<file path="config.mk">
export PLATFORM = sky130hd
export DESIGN_NAME = ffca_controller
export DESIGN_NICKNAME = d
export VERILOG_FILES = /design/src/hdl/ffca_pkg.sv /design/src/hdl/ffca_controller.sv
export SDC_FILE = /design/constraint.sdc
export NUM_CORES = 1
export LEC_CHECK = 0
export BUFFER_PORTS_ARGS = -buffer_cell sky130_fd_sc_hd__buf_4
export CAP_MARGIN = 25
export CORE_MARGIN = 1
export CORE_UTILIZATION = 25
export DETAILED_ROUTE_END_ITERATION = 10
export PLACE_DENSITY = 0.44
export SETUP_SLACK_MARGIN = 0.3
export SLEW_MARGIN = 20
export SYNTH_ARGS = -nofsm -noshare
export SYNTH_HDL_FRONTEND = slang
export SYNTH_SLANG_ARGS = --single-unit
export TNS_END_PERCENT = 50
</file>
<file path="constraint.sdc">
create_clock -name clock -period 5.1 [get_ports clock]
set_clock_uncertainty 0.1 [all_clocks]
set_input_delay 1.02 -clock clock [delete_from_list [all_inputs] [get_ports clock]]
set_output_delay 1.02 -clock clock [all_outputs]
set_load 0.005 [all_outputs]
</file>
<file path="src/hdl/ffca_pkg.sv">
// Package for the first-fit chunk allocator: types, codes and widths.
`default_nettype none
package ffca_pkg;

   localparam int ADDR_W = 16;
   localparam int SIZE_W = 17;
   localparam logic [SIZE_W-1:0] SIZE_CAP = 17'h1FFFF;

   // request command codes
   typedef enum logic [1:0] {
      CMD_ALLOC    = 2'd0,
      CMD_FREE     = 2'd1,
      CMD_COALESCE = 2'd2,
      CMD_NONE     = 2'd3
   } cmd_type;

   // response status codes
   typedef enum logic [2:0] {
      ST_OK      = 3'd0,
      ST_ZERO    = 3'd1,
      ST_NOFIT   = 3'd2,
      ST_UNKNOWN = 3'd3,
      ST_FULL    = 3'd4
   } st_type;

   // one table entry: chunk start and size
   typedef struct packed {
      logic [ADDR_W-1:0] start;
      logic [SIZE_W-1:0] size;
   } entry_type;

   // datapath operations
   typedef enum logic [3:0] {
      OP_IDLE,
      OP_INIT,
      OP_DECODE,
      OP_SCAN_FREE,
      OP_REM_FREE,
      OP_INS_USED,
      OP_INS_TAIL,
      OP_SCAN_USED,
      OP_INS_FREE,
      OP_REM_USED,
      OP_MERGE,
      OP_REPLY
   } op_type;

   // controller states
   typedef enum logic [3:0] {
      S_INIT,
      S_IDLE,
      S_DECODE,
      S_SCAN_FREE,
      S_REM_FREE,
      S_INS_USED,
      S_INS_TAIL,
      S_SCAN_USED,
      S_INS_FREE,
      S_REM_USED,
      S_MERGE,
      S_REPLY
   } state_type;

   // controller to datapath
   typedef struct packed {
      op_type op;
      logic   start;
      logic   load;
      logic   set_status;
      st_type status;
   } ctl_type;

   // datapath to controller
   typedef struct packed {
      logic    done;
      logic    found;
      logic    used_full;
      logic    free_full;
      logic    size_zero;
      logic    tail_nz;
      cmd_type cmd;
   } sts_type;

endpackage
`default_nettype wire

</file>
<file path="src/hdl/ffca_controller.sv">
// Controller: state machine that steps the datapath through each command.
`default_nettype none
module ffca_controller (
   input  wire logic              clock,
   input  wire logic              reset,
   input  wire logic              req_valid,
   output logic                   req_ready,
   input  wire ffca_pkg::sts_type sts,
   output ffca_pkg::ctl_type      ctl
);
   import ffca_pkg::*;

   state_type state_ff, state_in;
   logic      start_ff, start_in;

   // next state
   always_comb begin
      state_in = state_ff;
      case (state_ff)
         S_INIT:      if (sts.done) state_in = S_IDLE;
         S_IDLE:      if (req_valid) state_in = S_DECODE;
         S_DECODE: begin
            case (sts.cmd)
               CMD_ALLOC:    state_in = sts.size_zero ? S_REPLY : S_SCAN_FREE;
               CMD_FREE:     state_in = S_SCAN_USED;
               CMD_COALESCE: state_in = S_MERGE;
               default:      state_in = S_REPLY;
            endcase
         end
         S_SCAN_FREE: begin
            if (sts.done) begin
               state_in = (!sts.found || sts.used_full) ? S_REPLY : S_REM_FREE;
            end
         end
         S_REM_FREE:  if (sts.done) state_in = S_INS_USED;
         S_INS_USED:  if (sts.done) state_in = sts.tail_nz ? S_INS_TAIL : S_REPLY;
         S_INS_TAIL:  if (sts.done) state_in = S_REPLY;
         S_SCAN_USED: begin
            if (sts.done) begin
               state_in = (!sts.found || sts.free_full) ? S_REPLY : S_INS_FREE;
            end
         end
         S_INS_FREE:  if (sts.done) state_in = S_REM_USED;
         S_REM_USED:  if (sts.done) state_in = S_REPLY;
         S_MERGE:     if (sts.done) state_in = S_REPLY;
         S_REPLY:     if (sts.done) state_in = S_IDLE;
         default:     state_in = S_INIT;
      endcase
   end

   assign start_in = (state_in != state_ff);

   // outputs
   always_comb begin
      ctl.op         = OP_IDLE;
      ctl.start      = start_ff;
      ctl.load       = 1'b0;
      ctl.set_status = 1'b0;
      ctl.status     = ST_OK;
      req_ready      = 1'b0;
      case (state_ff)
         S_INIT: ctl.op = OP_INIT;
         S_IDLE: begin
            req_ready = 1'b1;
            ctl.load  = req_valid;
         end
         S_DECODE: begin
            ctl.op = OP_DECODE;
            if (sts.cmd == CMD_ALLOC && sts.size_zero) begin
               ctl.set_status = 1'b1;
               ctl.status     = ST_ZERO;
            end
         end
         S_SCAN_FREE: begin
            ctl.op = OP_SCAN_FREE;
            if (sts.done && !sts.found) begin
               ctl.set_status = 1'b1;
               ctl.status     = ST_NOFIT;
            end else if (sts.done && sts.used_full) begin
               ctl.set_status = 1'b1;
               ctl.status     = ST_FULL;
            end
         end
         S_REM_FREE: ctl.op = OP_REM_FREE;
         S_INS_USED: ctl.op = OP_INS_USED;
         S_INS_TAIL: ctl.op = OP_INS_TAIL;
         S_SCAN_USED: begin
            ctl.op = OP_SCAN_USED;
            if (sts.done && !sts.found) begin
               ctl.set_status = 1'b1;
               ctl.status     = ST_UNKNOWN;
            end else if (sts.done && sts.free_full) begin
               ctl.set_status = 1'b1;
               ctl.status     = ST_FULL;
            end
         end
         S_INS_FREE: ctl.op = OP_INS_FREE;
         S_REM_USED: ctl.op = OP_REM_USED;
         S_MERGE:    ctl.op = OP_MERGE;
         S_REPLY:    ctl.op = OP_REPLY;
         default:    ctl.op = OP_IDLE;
      endcase
   end

   // state registers
   always_ff @(posedge clock) begin
      if (reset) begin
         state_ff <= S_INIT;
         start_ff <= 1'b1;
      end else begin
         state_ff <= state_in;
         start_ff <= start_in;
      end
   end

endmodule
`default_nettype wire

</file>
==> results of run 1 <==
## stage by stage
step | instances | worst slack [ns] | util (%)
3_5_place_dp | 166 | 2.13 | 31.5
4_1_cts | 170 | 1.95 | 32.4
5_1_grt | 170 | 1.77 | 32.4
6_report | 170 | 1.98 | 32.4
3_3_place_gp | 166 | 2.18 | 31.5
2_1_floorplan | 109 | 2.14 | -
## final cells by class
| cell class | count | share of cell area (%) |
|---|---|---|
| Multi-Input combinational cell | 90 | 63.4 |
| Timing Repair Buffer | 21 | 15.9 |
| Sequential cell | 5 | 10.1 |
| Tap cell | 44 | 5.57 |
| Clock buffer | 4 | 2.66 |
| Inverter | 6 | 2.28 |
## power groups by stage
stage / logic (mW) / clock network, mW / registers [mW]
5_1_grt: 0.311 / 0.0502 / 0.105
3_5_place_dp: 0.276 / 0 / 0.0996
6_report: 0.277 / 0.0452 / 0.0990
2_1_floorplan: 0.241 / 0 / 0.0632
3_3_place_gp: 0.276 / 0 / 0.100
4_1_cts: 0.278 / 0.0479 / 0.0991
## final timing paths
kind / from / end / slack (ns) / depth (start not counted)
max: state_ff[2] / ctl[0] / 1.98 / 6
max reg2reg: state_ff[0] / start_ff / 2.70 / 6
min reg2reg: state_ff[2] / state_ff[2] / 0.49 / 2
min: state_ff[2] / state_ff[2] / 0.49 / 2
## sequential cells by signal (all words and copies together) (netlist names)
register / cells
state_ff: 4
start_ff: 1
## worst max-delay path, cell delays in order, from the launching register on
cell and delay [ns]:
dfxtp_1 0.38, inv_1 0.17, ha_1 0.42, nand2_1 0.15, nor4_1 0.35, o21bai_1 0.17, buf_4 0.13
## cells in the final DEF, fill, tap and decap left out, drive strengths merged, types with 3 or more instances in the layout
cell type,count
a21oi,6
a22oi,4
and3,3
buf,21
clkbuf,4
dfxtp,5
ha,6
inv,6
nand2,5
nand2b,6
nand3,4
nor2,10
nor3,4
o21ai,4
or2,4
## layer usage
layer | up-vias | global-route usage (%) | wire (um)
li1 | 436 | - | -
met4 | 0 | 1.02 | 0
met3 | 0 | 4.18 | 86
met2 | 14 | 21.6 | 1010
met1 | 401 | 19.1 | 1090
met5 | - | 0 | 0
## cells in the mapped netlist, types with 2 or more instances
library cell  instances
o21ai_0               3
a21oi_1               6
nor2b_1               2
a21o_1                2
mux2i_1               2
nor2_1               10
inv_1                 6
or2_1                 3
buf_2                 3
nand2_1               5
nor3_1                4
a211o_1               2
nand2b_1              6
dfxtp_1               5
a22oi_1               4
and3_1                3
ha_1                  6
buf_6                 2
nand3b_1              2
nand3_1               4
## logic make-up (layout without fill, tap and decap cells)
group,Yosys count,after routing
simple gates,45,45
compound gates,35,35
fa+ha+maj,6,6
buf+inv,14,31
mux,4,4
flops,5,5
==> impl_metrics.toml, run 1 <==
[status]
outcome = "finished, final reports clean"

[power_and_ir_drop]
p_int_uw = 226
p_seq_share_pct = 23.5
cellLeakagePower_nw = 0.433
power_uw = 421
ir_worst_vdd_mv = 0.143
switching_share_pct = 46.3
p_sw_uw = 195
power.density_nw_per_um2 = 426
p_comb_share_pct = 65.8
clockPowerShare_pct = 10.7

[placement]
globalplace.congestion = 0.753
dpl-instance-area_um2 = 962
io_buffers = 21
dpl.hpwl_mm = 1.69

[die]
core_area_um2 = 3050
fp.dieH_um = 58.8
num_rows = 20
boundaryPins = 22
die_w_um = 58.8
start_util_pct = 26.4
die-area_um2 = 3450

[synth]
synthAdderAreaFrac_pct = 9.32
synthSimpleGateAreaFrac_pct = 29.8
synth-seq-area-share_pct = 12.4
synth_top_area_share_pct = 12.4
syn_area_um2 = 806
syn_nets = 126
synth_cell_types = 49
synth-compound-area-share_pct = 33.4
yosys-mux-area-fraction_pct = 5.28
synth-async-reset-ratio_pct = 0
avgSynthCellArea_um2 = 7.39
synthXorXnorAreaFrac_pct = 0
yosys-top-cells-area = "dfxtp_1 12%, ha_1 9.3%, nand2b_1 4.7%"
synth_largest_area_cell = "dfxtp_1"
postSynthCellCount = 109
yosysWarningCount = 0
synth_top_family_by_area = "compound AO/OA/AOI/OAI gates"
synth_edf_count = 0
synth_seq_cells = 5
synth_ff_type = "dfxtp_1"

[layout]
fin_nets = 144
syn_to_final_growth_pct = 22.7
regArea_um2 = 100
fillers = 342
design_area_um2 = 988
num_antenna_cells = 0
drive_gt1_share_pct = 22.2
multi_input_area_um2 = 627

[worst_setup_path]
arrival_ns = 2.00
start_kind = "flop"
worstPathMaxFanout = 11
worstSetupEndpointType = "output pin"
cp.required_ns = 3.98
path_class = "reg -> out"

[route]
vias = 851
wl_mm = 2.19
wl_per_cell_um = 12.9
drc = 0
drt_pass1_iterations = 4
vias_per_cell = 5.01
postRouteAntennaNets = 0
initialDrtViolationCount = 22

[timing]
hold_violations = 0
period_needed_ns = 3.12
fin_crit_sh_pct = 61.2
setup_tns_ns = 0
relSlewSlack_pct = 51.0
rsz0062_at_grt = "false"
max_freq_mhz = 320
setup_violations = 0
report.final.slew_viol_count = 0
timing.hold.ws_ns = 0.488
worst_pin_slew_ns = 0.735

[flow_run]
drv_cap = 0

[global_routing]
overflow = 0
grt_antenna_before_repair = 0
grt_pass1_vias = 776
groute.usage.overall_pct = 13.7
grt_pass1_wl_mm = 3.64
grt_max_degree = 24

[cts]
cts.clk_slew.worst_paths_ns = 0.04
cts_buffers = 3
post_cts_buffers = 0
clk_latency_ns = 0.24
cts_tree = "built"
htreeDepth = 1
clockBufferDepth = 2
cts.sinks = 5
cts-root-buf = "clkbuf_4"
cts_resized = 0
cts_hold_buf = 0

[worst_hold_path]
hold_class = "reg -> reg"
Power figures use the tool's default switching activity.
==> run 2: changes to the inputs <==
Clock period 5.1 ns to 3.05 ns, I/O delays scaled along.
==> run 2 against run 1 <==
Net effect: die area stayed put; utilization rose by 0.66 points; largest power group unchanged; largest cell class unchanged; via count increased by 2.5%; clock power grew 74%; register-to-register slack got worse by 2.0 ns; first-iteration DRC count rose by 36%; critical path depth unchanged.
==> impl_metrics.toml, run 2 (same netlist as run 1, synthesis figures left out) <==
[status]
outcome = "finished, final reports clean"

[route]
postRouteAntennaNets = 0
vias_per_cell = 5.07
wl_mm = 2.20
drc = 0
wl_per_cell_um = 12.8
initialDrtViolationCount = 30
drt_pass1_iterations = 4
vias = 872

[placement]
globalplace.congestion = 0.768
io_buffers = 21
dpl-instance-area_um2 = 977
dpl.hpwl_mm = 1.68

[layout]
largest_reg_flops = 4
utilization_pct = 33.0
drive_gt1_share_pct = 25.0
num_antenna_cells = 0
top_regs = "state_ff x4, start_ff x1"
fin_nets = 146
design_area_um2 = 1010
regMostFlops = "state_ff"
mostFrequentLayoutCell = "buf_4"
fillers = 357
syn_to_final_growth_pct = 25.2
final_cell_mix = "23 x buf_4, 9 x nor2_1, 6 x inv_1, 6 x nand2b_1, 6 x a21oi_1"

[timing]
period_needed_ns = 2.70
setup_tns_ns = 0
worst_pin_slew_ns = 0.437
setup_violations = 0
fin_crit_sh_pct = 88.4
hold_violations = 0
relSlewSlack_pct = 70.8
rsz0062_at_grt = "true"
timing.hold.ws_ns = 0.476
max_freq_mhz = 371
report.final.slew_viol_count = 0

[global_routing]
groute.usage.overall_pct = 14.1
grt_antenna_before_repair = 0
grt_pass1_vias = 826
busiest_layer = "met2"
use_met3_pct = 4.40
grt_max_degree = 20
grt_pass1_wl_mm = 3.73
grt_use_met1_pct = 18.7
gr-usage-met2_pct = 22.7
overflow = 0

[flow_run]
drv_cap = 0

[power_and_ir_drop]
p_sw_uw = 334
ir_worst_vdd_mv = 0.221
p_seq_share_pct = 19.2
clockPowerShare_pct = 10.8
p_comb_share_pct = 70.1
switching_share_pct = 45.8
cellLeakagePower_nw = 0.442
p_int_uw = 395
power.density_nw_per_um2 = 723

[die]
start_util_pct = 26.4
boundaryPins = 22
core_area_um2 = 3050
die-area_um2 = 3450
fp.dieH_um = 58.8
num_rows = 20
die_w_um = 58.8

[worst_setup_path]
arrival_ns = 1.99
start_kind = "flop"
worstSetupEndpointType = "output pin"
path_class = "reg -> out"
max_stage_delay_ns = 0.46
ff2ff_setup_slack_ns = 0.75
crit_buf_inv = 2
path_cells = "inv_1 > ha_1 > or2_1 > and2_1 > a32o_1 > buf_4"
cp_top_family = "flip-flops"
worstPathMaxFanout = 8
cp.required_ns = 2.34
cp_slowest_cell = "dfxtp_1"

[cts]
clk_latency_ns = 0.24
clockBufferDepth = 2
cts-root-buf = "clkbuf_4"
htreeDepth = 1
cts_hold_buf = 0
cts.clk_slew.worst_paths_ns = 0.05
cts_tree = "built"
cts.sinks = 5
cts_buffers = 3

[worst_hold_path]
hold_class = "reg -> reg"
## run 2: cell count changes in the layout (fill, tap and decap cells not counted)
| cell | before | now |
|---|---|---|
| buf_4 | 21 | 23 |
| ha_1 | 6 | 5 |
| ha_2 | 0 | 1 |
| nor2_1 | 10 | 9 |
| nor2_2 | 0 | 1 |
## run 2: path summary, 6_finish.rpt
kind | cells past startpoint | end | startpoint
worst max-delay path | 6 | ctl[6] | state_ff[2]
worst min-delay path | 2 | state_ff[2] | state_ff[2]
worst max register to register | 8 | start_ff | state_ff[2]
worst min register to register | 2 | state_ff[2] | state_ff[2]
## run 2: final cells by class
| type | instances | area [um^2] | share of cell area (%) |
|---|---|---|---|
| inverter | 6 | 22.5 | 2.23 |
| clock buffer | 4 | 26.3 | 2.61 |
| timing repair buffer | 23 | 173 | 17.1 |
| multi-input combinational | 90 | 632 | 62.7 |
| tap | 44 | 55.1 | 5.46 |
| sequential | 5 | 100 | 9.93 |
## run 2: metrics by stage
step	setup slack, ns	instances	total power [mW]
floorplan	0.903	109	0.508
global placement	0.649	168	0.652
detailed placement	0.589	168	0.642
CTS	0.336	172	0.728
global route	0.217	172	0.814
finish	0.355	172	0.729
## run 2: layer usage
layer | vias up | part of all wire (%)
li1 | 439 | -
met1 | 417 | 50
met2 | 16 | 46
met3 | 0 | 3.6
met4 | 0 | 0
met5 | - | 0
## run 2: power groups by stage
| stage | clock network, mW | logic (mW) | registers, mW |
|---|---|---|---|
| final | 0.0787 | 0.511 | 0.140 |
| after global routing | 0.0887 | 0.580 | 0.146 |
| after CTS | 0.0831 | 0.506 | 0.139 |
| after detailed placement | 0 | 0.502 | 0.139 |
| after global placement | 0 | 0.510 | 0.142 |
| after floorplan | 0 | 0.403 | 0.106 |
## run 2: timing repair
action,4_1_cts,5_1_grt
setup endpoints to repair,0,4
gates resized for setup,0,2
endpoints found under the hold margin,0,0
setup buffers,0,0
## run 2: tightest hold or removal path, stage by stage (launching register included)
cell and delay, ns:
dfxtp_1 0.38, nand2_1 0.09, a21oi_1 0.06
